[config.mk]
export PLATFORM = sky130hd
export DESIGN_NAME = adjacent_string_literal_scanner_flat
export DESIGN_NICKNAME = d
export VERILOG_FILES = /design/src/sv/asls_pkg.sv /design/src/sv/asls_if.sv /design/src/sv/asls_step.sv /design/src/sv/adjacent_string_literal_scanner.sv /design/src/flat_wrapper.sv
export VERILOG_INCLUDE_DIRS = /design/src /design/src/sv
export SDC_FILE = /design/constraint.sdc
export NUM_CORES = 1
export LEC_CHECK = 0
export ABC_CLOCK_PERIOD_IN_PS = 4200
export BUFFER_PORTS_ARGS = -buffer_cell sky130_fd_sc_hd__clkbuf_2
export CORE_MARGIN = 5
export CORE_UTILIZATION = 45
export CTS_CLUSTER_SIZE = 40
export DETAILED_ROUTE_END_ITERATION = 10
export GPL_TIMING_DRIVEN = 0
export MAX_ROUTING_LAYER = met4
export PLACE_DENSITY = 0.76
export RECOVER_POWER = 25
export SYNTH_ARGS = -nofsm -noshare
export SYNTH_HDL_FRONTEND = slang
export SYNTH_SLANG_ARGS = --single-unit
[constraint.sdc]
create_clock -name clk_i -period 4.2 [get_ports clk_i]
set_clock_uncertainty 0.1 [all_clocks]
set_input_delay 1.26 -clock clk_i [delete_from_list [all_inputs] [get_ports clk_i]]
set_output_delay 1.26 -clock clk_i [all_outputs]
set_load 0.03 [all_outputs]
[src/sv/assert_macros.svh]
// Concurrent assertion macros shared by the RTL of the literal scanner.
`ifndef ASSERT_MACROS_SVH
`define ASSERT_MACROS_SVH

// Check a property at every rising clk_i edge outside reset.
`define ASSERT_CLK(name, prop, msg) \
  name: assert property (@(posedge clk_i) disable iff (!rst_ni) prop) else $error(msg);

// Check that a condition never holds outside reset.
`define ASSERT_NEVER(name, cond, msg) \
  `ASSERT_CLK(name, !(cond), msg)

`endif

[src/sv/asls_pkg.sv]
// Package of codes, types and helpers for the adjacent string literal scanner.
package asls_pkg;

  localparam int unsigned OFFSET_WIDTH_DEFAULT = 16;
  localparam int unsigned OUT_WIDTH = 16;
  localparam logic [31:0] OUT_MAX = 32'd65535;
  localparam logic [7:0]  COUNT_MAX = 8'd255;
  localparam logic [1:0]  QUOTE_RUN_TRIPLE = 2'd3;

  // Characters that steer the scan
  localparam logic [7:0] CH_NUL   = 8'h00;
  localparam logic [7:0] CH_DQ    = 8'h22;
  localparam logic [7:0] CH_SQ    = 8'h27;
  localparam logic [7:0] CH_BSL   = 8'h5C;
  localparam logic [7:0] CH_SPACE = 8'h20;
  localparam logic [7:0] CH_TAB   = 8'h09;
  localparam logic [7:0] CH_LF    = 8'h0A;
  localparam logic [7:0] CH_CR    = 8'h0D;

  // Scan modes
  localparam logic [3:0] M_IDLE    = 4'd0;
  localparam logic [3:0] M_LEAD    = 4'd1;
  localparam logic [3:0] M_DQ_OPEN = 4'd2;
  localparam logic [3:0] M_DQ_TWO  = 4'd3;
  localparam logic [3:0] M_DQ_BODY = 4'd4;
  localparam logic [3:0] M_DQ_ESC  = 4'd5;
  localparam logic [3:0] M_TRIPLE  = 4'd6;
  localparam logic [3:0] M_SQ_BODY = 4'd7;
  localparam logic [3:0] M_SQ_ESC  = 4'd8;
  localparam logic [3:0] M_GAP     = 4'd9;

  typedef struct packed {
    logic [3:0] mode;
    logic [1:0] quote_run;
    logic [7:0] count;
  } asls_ctl_t;

  typedef struct packed {
    logic                 matched;
    logic [OUT_WIDTH-1:0] token_begin;
    logic [OUT_WIDTH-1:0] token_finish;
    logic [7:0]           literal_count;
  } asls_res_t;

  function automatic logic is_blank(input logic [7:0] c);
    return (c == CH_SPACE) || (c == CH_TAB) || (c == CH_LF) || (c == CH_CR);
  endfunction

endpackage

[src/sv/asls_if.sv]
// Valid/ready channel interfaces for scanner input items and result items.
interface asls_in_if;
  logic       valid;
  logic       ready;
  logic [7:0] character;
  logic       scan_start;
  logic       token_wanted;

  modport source (output valid, character, scan_start, token_wanted, input ready);
  modport sink (input valid, character, scan_start, token_wanted, output ready);
endinterface

interface asls_out_if;
  logic        valid;
  logic        ready;
  logic        matched;
  logic [15:0] token_begin;
  logic [15:0] token_finish;
  logic [7:0]  literal_count;

  modport source (output valid, matched, token_begin, token_finish, literal_count,
                  input ready);
  modport sink (input valid, matched, token_begin, token_finish, literal_count,
                output ready);
endinterface

[src/sv/asls_step.sv]
// Next-state and result logic for one character of the scan.
module asls_step #(
  parameter int unsigned OFFSET_WIDTH = asls_pkg::OFFSET_WIDTH_DEFAULT
) (
  input  logic [7:0]              char_i,
  input  logic                    start_i,
  input  logic                    want_i,
  input  asls_pkg::asls_ctl_t     ctl_i,
  input  logic [OFFSET_WIDTH-1:0] off_i,
  input  logic [OFFSET_WIDTH-1:0] beg_i,
  input  logic [OFFSET_WIDTH-1:0] last_i,
  output asls_pkg::asls_ctl_t     ctl_o,
  output logic [OFFSET_WIDTH-1:0] off_o,
  output logic [OFFSET_WIDTH-1:0] beg_o,
  output logic [OFFSET_WIDTH-1:0] last_o,
  output logic                    emit_o,
  output asls_pkg::asls_res_t     res_o
);
  import asls_pkg::*;

  localparam logic [OFFSET_WIDTH-1:0] OFF_MAX = {OFFSET_WIDTH{1'b1}};

  logic [3:0]              mode_cur;
  logic [3:0]              mode_nx;
  logic [1:0]              qr;
  logic [7:0]              cnt;
  logic [OFFSET_WIDTH-1:0] off;
  logic [OFFSET_WIDTH-1:0] off_inc;
  logic [OFFSET_WIDTH-1:0] beg;
  logic [OFFSET_WIDTH-1:0] last;
  logic                    emit;
  logic                    ok;
  logic                    gap_now;
  logic                    is_dq;
  logic [31:0]             beg_w;
  logic [31:0]             last_w;

  function automatic logic [OFFSET_WIDTH-1:0] sat_inc(input logic [OFFSET_WIDTH-1:0] v);
    return (v == OFF_MAX) ? v : v + OFFSET_WIDTH'(1);
  endfunction

  always_comb begin
    mode_cur = ctl_i.mode;
    qr       = ctl_i.quote_run;
    cnt      = ctl_i.count;
    off      = off_i;
    beg      = beg_i;
    last     = last_i;
    emit     = 1'b0;
    ok       = 1'b0;
    gap_now  = 1'b0;

    // A new attempt clears the scan state; an unwanted token fails at once
    if (start_i) begin
      off  = '0;
      beg  = '0;
      last = '0;
      qr   = '0;
      cnt  = '0;
      if (want_i) begin
        mode_cur = M_LEAD;
      end else begin
        mode_cur = M_IDLE;
        emit     = 1'b1;
      end
    end

    off_inc = sat_inc(off);
    is_dq   = (mode_cur == M_DQ_OPEN) || (mode_cur == M_DQ_BODY);
    mode_nx = mode_cur;

    if (!emit) begin
      unique case (mode_cur) inside
        M_IDLE: begin
          mode_nx = M_IDLE;
        end
        M_LEAD: begin
          if (is_blank(char_i)) begin
            mode_nx = M_LEAD;
          end else if (char_i == CH_DQ) begin
            beg     = off;
            mode_nx = M_DQ_OPEN;
          end else if (char_i == CH_SQ) begin
            beg     = off;
            mode_nx = M_SQ_BODY;
          end else begin
            emit    = 1'b1;
            mode_nx = M_IDLE;
          end
        end
        M_DQ_OPEN, M_DQ_BODY, M_SQ_BODY: begin
          if ((mode_cur == M_DQ_OPEN) && (char_i == CH_DQ)) begin
            mode_nx = M_DQ_TWO;
          end else if (char_i == CH_NUL) begin
            emit    = 1'b1;
            ok      = (cnt != 8'd0);
            mode_nx = M_IDLE;
          end else if (char_i == CH_BSL) begin
            mode_nx = is_dq ? M_DQ_ESC : M_SQ_ESC;
          end else if (char_i == (is_dq ? CH_DQ : CH_SQ)) begin
            last    = off_inc;
            cnt     = (cnt < COUNT_MAX) ? cnt + 8'd1 : cnt;
            mode_nx = M_GAP;
          end else begin
            mode_nx = is_dq ? M_DQ_BODY : M_SQ_BODY;
          end
        end
        M_DQ_TWO: begin
          if (char_i == CH_DQ) begin
            qr      = '0;
            mode_nx = M_TRIPLE;
          end else begin
            // Empty literal closes here; this char is then looked at as a gap char
            last    = off;
            cnt     = (cnt < COUNT_MAX) ? cnt + 8'd1 : cnt;
            gap_now = 1'b1;
          end
        end
        M_DQ_ESC, M_SQ_ESC: begin
          if (char_i == CH_NUL) begin
            emit    = 1'b1;
            ok      = (cnt != 8'd0);
            mode_nx = M_IDLE;
          end else begin
            mode_nx = (mode_cur == M_DQ_ESC) ? M_DQ_BODY : M_SQ_BODY;
          end
        end
        M_TRIPLE: begin
          if (char_i == CH_NUL) begin
            emit    = 1'b1;
            ok      = (cnt != 8'd0);
            mode_nx = M_IDLE;
          end else if (char_i == CH_DQ) begin
            qr = qr + 2'd1;
            if (qr == QUOTE_RUN_TRIPLE) begin
              last    = off_inc;
              cnt     = (cnt < COUNT_MAX) ? cnt + 8'd1 : cnt;
              mode_nx = M_GAP;
            end
          end else begin
            qr = '0;
          end
        end
        M_GAP: begin
          gap_now = 1'b1;
        end
        default: begin
          mode_nx = M_IDLE;
        end
      endcase
    end

    if (gap_now) begin
      if (is_blank(char_i)) begin
        mode_nx = M_GAP;
      end else if (char_i == CH_DQ) begin
        mode_nx = M_DQ_OPEN;
      end else if (char_i == CH_SQ) begin
        mode_nx = M_SQ_BODY;
      end else begin
        emit    = 1'b1;
        ok      = 1'b1;
        mode_nx = M_IDLE;
      end
    end

    // Advance the offset while the attempt stays open
    off_o = (mode_nx != M_IDLE) ? sat_inc(off) : off;

    beg_w  = 32'(beg);
    last_w = 32'(last);
    res_o.matched       = ok;
    res_o.token_begin   = !ok ? '0 : ((beg_w > OUT_MAX) ? '1 : beg_w[OUT_WIDTH-1:0]);
    res_o.token_finish  = !ok ? '0 : ((last_w > OUT_MAX) ? '1 : last_w[OUT_WIDTH-1:0]);
    res_o.literal_count = ok ? cnt : 8'd0;

    ctl_o.mode      = mode_nx;
    ctl_o.quote_run = qr;
    ctl_o.count     = cnt;
    beg_o           = beg;
    last_o          = last;
    emit_o          = emit;
  end

endmodule

[src/sv/adjacent_string_literal_scanner.sv]
// A result is stepped from the input register and loaded into the result register.
// One character per cycle unless results stall; scan state loops through one step.
// Stalls on the result side hold the input register, and ready then drops.
// Reset clears the input and result valid flags and returns the scan to idle,
// with all offsets and the literal count at zero.
module adjacent_string_literal_scanner #(
  parameter int unsigned OFFSET_WIDTH = asls_pkg::OFFSET_WIDTH_DEFAULT
) (
  input  logic clk_i,
  input  logic rst_ni,
  asls_in_if.sink    item_in_i,
  asls_out_if.source result_out_o
);
  import asls_pkg::*;
  `include "assert_macros.svh"

  // Input register: one character item waiting for its step
  logic       in_vq;
  logic [7:0] in_char_q;
  logic       in_start_q;
  logic       in_want_q;

  // Scan state
  asls_ctl_t               ctl_q;
  logic [OFFSET_WIDTH-1:0] off_q;
  logic [OFFSET_WIDTH-1:0] beg_q;
  logic [OFFSET_WIDTH-1:0] last_q;

  // Step outputs
  asls_ctl_t               ctl_d;
  logic [OFFSET_WIDTH-1:0] off_d;
  logic [OFFSET_WIDTH-1:0] beg_d;
  logic [OFFSET_WIDTH-1:0] last_d;
  logic                    step_emit;
  asls_res_t               step_res;
  logic                    step_fail;

  // Result register
  logic      out_vq;
  asls_res_t res_q;

  logic adv;
  logic in_take;

  // Step the held item when the result slot is free or drains this cycle
  assign adv     = in_vq && (!out_vq || result_out_o.ready);
  assign in_take = item_in_i.valid && item_in_i.ready;
  assign item_in_i.ready = !in_vq || adv;

  asls_step #(
    .OFFSET_WIDTH(OFFSET_WIDTH)
  ) u_step (
    .char_i  (in_char_q),
    .start_i (in_start_q),
    .want_i  (in_want_q),
    .ctl_i   (ctl_q),
    .off_i   (off_q),
    .beg_i   (beg_q),
    .last_i  (last_q),
    .ctl_o   (ctl_d),
    .off_o   (off_d),
    .beg_o   (beg_d),
    .last_o  (last_d),
    .emit_o  (step_emit),
    .res_o   (step_res)
  );

  assign step_fail = step_emit && !step_res.matched;

  // Hold the input item until it steps; take a new one in the same cycle
  always_ff @(posedge clk_i or negedge rst_ni) begin
    if (!rst_ni) begin
      in_vq <= 1'b0;
    end else if (item_in_i.ready) begin
      in_vq <= item_in_i.valid;
    end
  end

  always_ff @(posedge clk_i) begin
    if (in_take) begin
      in_char_q  <= item_in_i.character;
      in_start_q <= item_in_i.scan_start;
      in_want_q  <= item_in_i.token_wanted;
    end
  end

  // Advance the scan state by one character per stepped item
  always_ff @(posedge clk_i or negedge rst_ni) begin
    if (!rst_ni) begin
      ctl_q  <= '{mode: M_IDLE, quote_run: 2'd0, count: 8'd0};
      off_q  <= '0;
      beg_q  <= '0;
      last_q <= '0;
    end else if (adv) begin
      ctl_q  <= ctl_d;
      off_q  <= off_d;
      beg_q  <= beg_d;
      last_q <= last_d;
    end
  end

  // Result slot: drop on handshake, load when a step decides an attempt
  always_ff @(posedge clk_i or negedge rst_ni) begin
    if (!rst_ni) begin
      out_vq <= 1'b0;
    end else if (adv && step_emit) begin
      out_vq <= 1'b1;
    end else if (result_out_o.ready) begin
      out_vq <= 1'b0;
    end
  end

  always_ff @(posedge clk_i) begin
    if (adv && step_emit) begin
      res_q <= step_res;
    end
  end

  assign result_out_o.valid         = out_vq;
  assign result_out_o.matched       = res_q.matched;
  assign result_out_o.token_begin   = res_q.token_begin;
  assign result_out_o.token_finish  = res_q.token_finish;
  assign result_out_o.literal_count = res_q.literal_count;

  // A failed attempt reports all-zero fields
  `ASSERT_CLK(a_fail_zero, (out_vq && !res_q.matched) |-> (res_q == '0), "failed result not zero")
  // A match holds at least one literal
  `ASSERT_NEVER(a_match_count, out_vq && res_q.matched && (res_q.literal_count == 8'd0), "no literals")
  // A decided attempt leaves the scan idle
  `ASSERT_CLK(a_emit_idle, (adv && step_emit) |=> (ctl_q.mode == M_IDLE), "scan not idle")
  // An unwanted token decides on its start character
  `ASSERT_CLK(a_unwanted, (adv && in_start_q && !in_want_q) |-> step_fail, "unwanted not failed")

endmodule
[src/flat_wrapper.sv]
// flat-port wrapper written by rule: the top's interface ports become plain ports
module adjacent_string_literal_scanner_flat import asls_pkg::*;
#(
  parameter int unsigned OFFSET_WIDTH = asls_pkg::OFFSET_WIDTH_DEFAULT
)
  (clk_i, rst_ni, item_in_i_valid, item_in_i_character, item_in_i_scan_start, item_in_i_token_wanted, item_in_i_ready, result_out_o_valid, result_out_o_matched, result_out_o_token_begin, result_out_o_token_finish, result_out_o_literal_count, result_out_o_ready);
  asls_in_if item_in_i_i ();
  asls_out_if result_out_o_i ();
  input  logic clk_i;
  input  logic rst_ni;
  input wire logic [$bits(item_in_i_i.valid)-1:0] item_in_i_valid;
  input wire logic [$bits(item_in_i_i.character)-1:0] item_in_i_character;
  input wire logic [$bits(item_in_i_i.scan_start)-1:0] item_in_i_scan_start;
  input wire logic [$bits(item_in_i_i.token_wanted)-1:0] item_in_i_token_wanted;
  output wire logic [$bits(item_in_i_i.ready)-1:0] item_in_i_ready;
  output wire logic [$bits(result_out_o_i.valid)-1:0] result_out_o_valid;
  output wire logic [$bits(result_out_o_i.matched)-1:0] result_out_o_matched;
  output wire logic [$bits(result_out_o_i.token_begin)-1:0] result_out_o_token_begin;
  output wire logic [$bits(result_out_o_i.token_finish)-1:0] result_out_o_token_finish;
  output wire logic [$bits(result_out_o_i.literal_count)-1:0] result_out_o_literal_count;
  input wire logic [$bits(result_out_o_i.ready)-1:0] result_out_o_ready;
  assign item_in_i_i.valid = item_in_i_valid;
  assign item_in_i_i.character = item_in_i_character;
  assign item_in_i_i.scan_start = item_in_i_scan_start;
  assign item_in_i_i.token_wanted = item_in_i_token_wanted;
  assign item_in_i_ready = item_in_i_i.ready;
  assign result_out_o_valid = result_out_o_i.valid;
  assign result_out_o_matched = result_out_o_i.matched;
  assign result_out_o_token_begin = result_out_o_i.token_begin;
  assign result_out_o_token_finish = result_out_o_i.token_finish;
  assign result_out_o_literal_count = result_out_o_i.literal_count;
  assign result_out_o_i.ready = result_out_o_ready;
  adjacent_string_literal_scanner #(.OFFSET_WIDTH(OFFSET_WIDTH)) u_core (.clk_i(clk_i), .rst_ni(rst_ni), .item_in_i(item_in_i_i), .result_out_o(result_out_o_i));
endmodule
==> results.sh <==
export IMPL_io_buffer_count=56
export IMPL_start_util_pct=45.5
export IMPL_synth_flop_cell="dfrtp_1"
export IMPL_clk_pin_slew_worst_paths_ns=0.05
export IMPL_vias=6068
export IMPL_hold_path_startpoint="u_core.last_q[10]"
export IMPL_layout_common_cells="nand2_1, dfrtp_1, clkbuf_2"
export IMPL_setup_viol=0
export IMPL_first_iter_violations=755
export IMPL_violations="capacitance limit, slew limit"
export IMPL_synthArstFlopShare_pct=55.7
export IMPL_r2r_start="u_core.in_start_q"
export IMPL_cts_root_buf="clkbuf_16"
export IMPL_fin_crit_sh_pct=96.3
export IMPL_path_delay_family="simple AND/OR/NAND/NOR gates"
export IMPL_path_max_fanout=10
export IMPL_synth_seq_area_share_pct=47.7
export IMPL_synth_area_sq_mm=0.00656
export IMPL_cap_violations=1
export IMPL_cp_cell_sequence="clkbuf_2, inv_1, clkbuf_2, nand2_1, inv_1, ha_1, and4b_1, and4_1, nand2_1, and3_1, nand3_1, nor3_1, a21oi_1, a21oi_1"
export IMPL_cts_buffers=17
export IMPL_min_period_ns=4.04
export IMPL_irDropWorstVdd_uv=386
export IMPL_drc=0
export IMPL_cp_startpoint="u_core.in_start_q"
export IMPL_hold_class="reg -> reg"
export IMPL_dr_pass1_iters=5
export IMPL_crit_arrival_ns=4.10
export IMPL_status="complete, but fails checks"
export IMPL_h_tree_depth=4
export IMPL_route_antenna_remaining_nets=0
export IMPL_area_growth_pct=19.1
export IMPL_design_final_nets=815
export IMPL_cp_slowest_cell="edfxtp_1"
export IMPL_rows=44
export IMPL_placed_cells=961
export IMPL_core_area_sq_mm=0.0144
export IMPL_cts_tree="yes"
export IMPL_final_seq_area_sq_mm=0.00313
export IMPL_clock_fmax_ghz=0.247
export IMPL_grt_max_degree=65
export IMPL_stdcell_count=994
export IMPL_p_per_area_mw_per_mm2=544
export IMPL_antenna_found_initial=0
export IMPL_n_antenna_cell=0
export IMPL_grt_pass1_wl_um=30000
export IMPL_clkSinkCount=115
export IMPL_hpwl_um=13100
export IMPL_synth_fp_nets=737
export IMPL_cp_required_ns=4.26
export IMPL_nFillCells=1318
export IMPL_final_common_cell="nand2_1"
export IMPL_place_area_sq_mm=0.00714
export IMPL_worst_path_buf_inv=4
export IMPL_overflow=0
export IMPL_grt_pass1_vias=5606
export IMPL_wl_um=18900
export IMPL_tightestPinTransition_ns=1.64
export IMPL_drive_gt1_share_pct=14.7
export IMPL_die_w_um=131
export IMPL_multi_input_area_sq_mm=0.00324
export IMPL_via_per_inst=6.10
export IMPL_io_pins=57
export IMPL_die_h_um=131
export IMPL_critPathMaxStageDelay_ns=0.48
export IMPL_insertion_delay_ns=0.43
export IMPL_finalHoldViolCount=0
export IMPL_end_kind="flop"
export IMPL_syn_avg_cell_area_sq_um=9.13
export IMPL_ys_warn_count=0
export IMPL_slew_violations=65
export IMPL_grt_use_total_pct=23.5
export IMPL_synthCells=719
export IMPL_reg2reg_setup_slack_ns=0.16
export IMPL_synth_edf_count=51
export IMPL_stdcell_area_sq_mm=0.00781
export IMPL_synth_cell_types=74
export IMPL_wl_per_cell_um=19.0
export IMPL_gp_congestion=1.01
export IMPL_critPathLaunchType="flop"
export IMPL_clockBufferDepth=2
export IMPL_path_class="reg -> reg"
export IMPL_rsz0062_at_grt="false"
export IMPL_postCtsHoldBufs=0
export IMPL_slew_headroom_pct=-9.52
export IMPL_p_leak_nw=3.16
export IMPL_die_area_sq_mm=0.0171
export IMPL_ys_ff_latch=115
layer usage:
metal | wire length (um) | global-route usage (%)
met5 | 0 | -
met4 | 484 | 7.99
met1 | 8060 | 31.5
met3 | 1860 | 5.69
met2 | 8530 | 35.1
tightest hold or removal path, stage by stage, from the launching register on:
cell and delay [ns]:
dfrtp_1 0.34, nand2_1 0.05, o21ai_0 0.06
per-stage QoR:
stage	setup WS [ns]	hold WS (ns)	TNS (ns)	util [%]	power (mW)
floorplan	0.622	0.348	0	-	2.27
global placement	-0.456	0.361	-25.68	49.1	2.59
detailed placement	-0.462	0.370	-7.90	49.5	2.63
CTS	0.0114	0.383	0	54.1	4.24
global route	0.0655	0.399	0	54.2	4.43
finish	0.157	0.381	0	54.2	4.25
logic make-up (layout without fill, tap and decap cells):
group           count (synthesis)  after routing  share of synthesized area (%)
xor+xnor                       10             10                           1.33
fa+ha+maj                       4              4                          0.763
compound gates                210            210                           20.8
flops                         115            115                           47.7
simple gates                  315            315                           24.3
mux                            11             11                           1.72
buf+inv                        54            145                           3.34
layout make-up:
| class | instances | area share (%) |
|---|---|---|
| timing repair buffer | 60 | 4.21 |
| inverter | 12 | 0.577 |
| clock buffer | 21 | 6.29 |
| buffer | 41 | 2.26 |
| clock inverter | 11 | 2.19 |
| tap | 184 | 2.95 |
| multi-input combinational | 550 | 41.4 |
| sequential | 115 | 40.1 |
flip-flops by register name, summed over array words and instances (netlist names), 8 cells and up:
register,count
u_core.result_out_o.literal_count,8
u_core.off_q,16
u_core.beg_q,16
u_core.in_char_q,8
u_core.result_out_o.token_begin,16
u_core.ctl_q,14
u_core.last_q,16
u_core.result_out_o.token_finish,16
repair_timing:
| item | in CTS | in global routing |
|---|---|---|
| resized for setup | 2 | 7 |
| buffers inserted | 0 | 2 |
| setup endpoints to repair | 59 | 54 |
| hold endpoints to repair | 0 | 0 |
worst paths after layout:
path	cells past startpoint	to
min	2	u_core.last_q[10]
max	14	u_core.result_out_o.token_finish[10]
min reg2reg	2	u_core.last_q[10]
max in group asynchronous	2	u_core.ctl_q[8]
min in group asynchronous	2	u_core.beg_q[0]
max reg2reg	14	u_core.result_out_o.token_finish[10]
cell usage after synthesis (17+ instances only):
library cell	number	area, sq um
nand2_1	126	473
o21ai_0	53	265
nand3_1	17	85.1
clkbuf_1	31	116
edfxtp_1	51	1530
a21boi_0	18	135
nor3_1	20	100
dfrtp_1	64	1600
a21oi_1	58	290
nor2b_1	24	150
nor2_1	46	173
where the power goes:
group / leakage [nW] / switching, mW / internal (mW) / total [mW]
Sequential: 1.36 / 0.116 / 1.36 / 1.47
Clock: 0.321 / 0.538 / 1.08 / 1.61
Combinational: 1.48 / 0.784 / 0.381 / 1.17
Note: power is estimated with default switching activity, not from simulation.
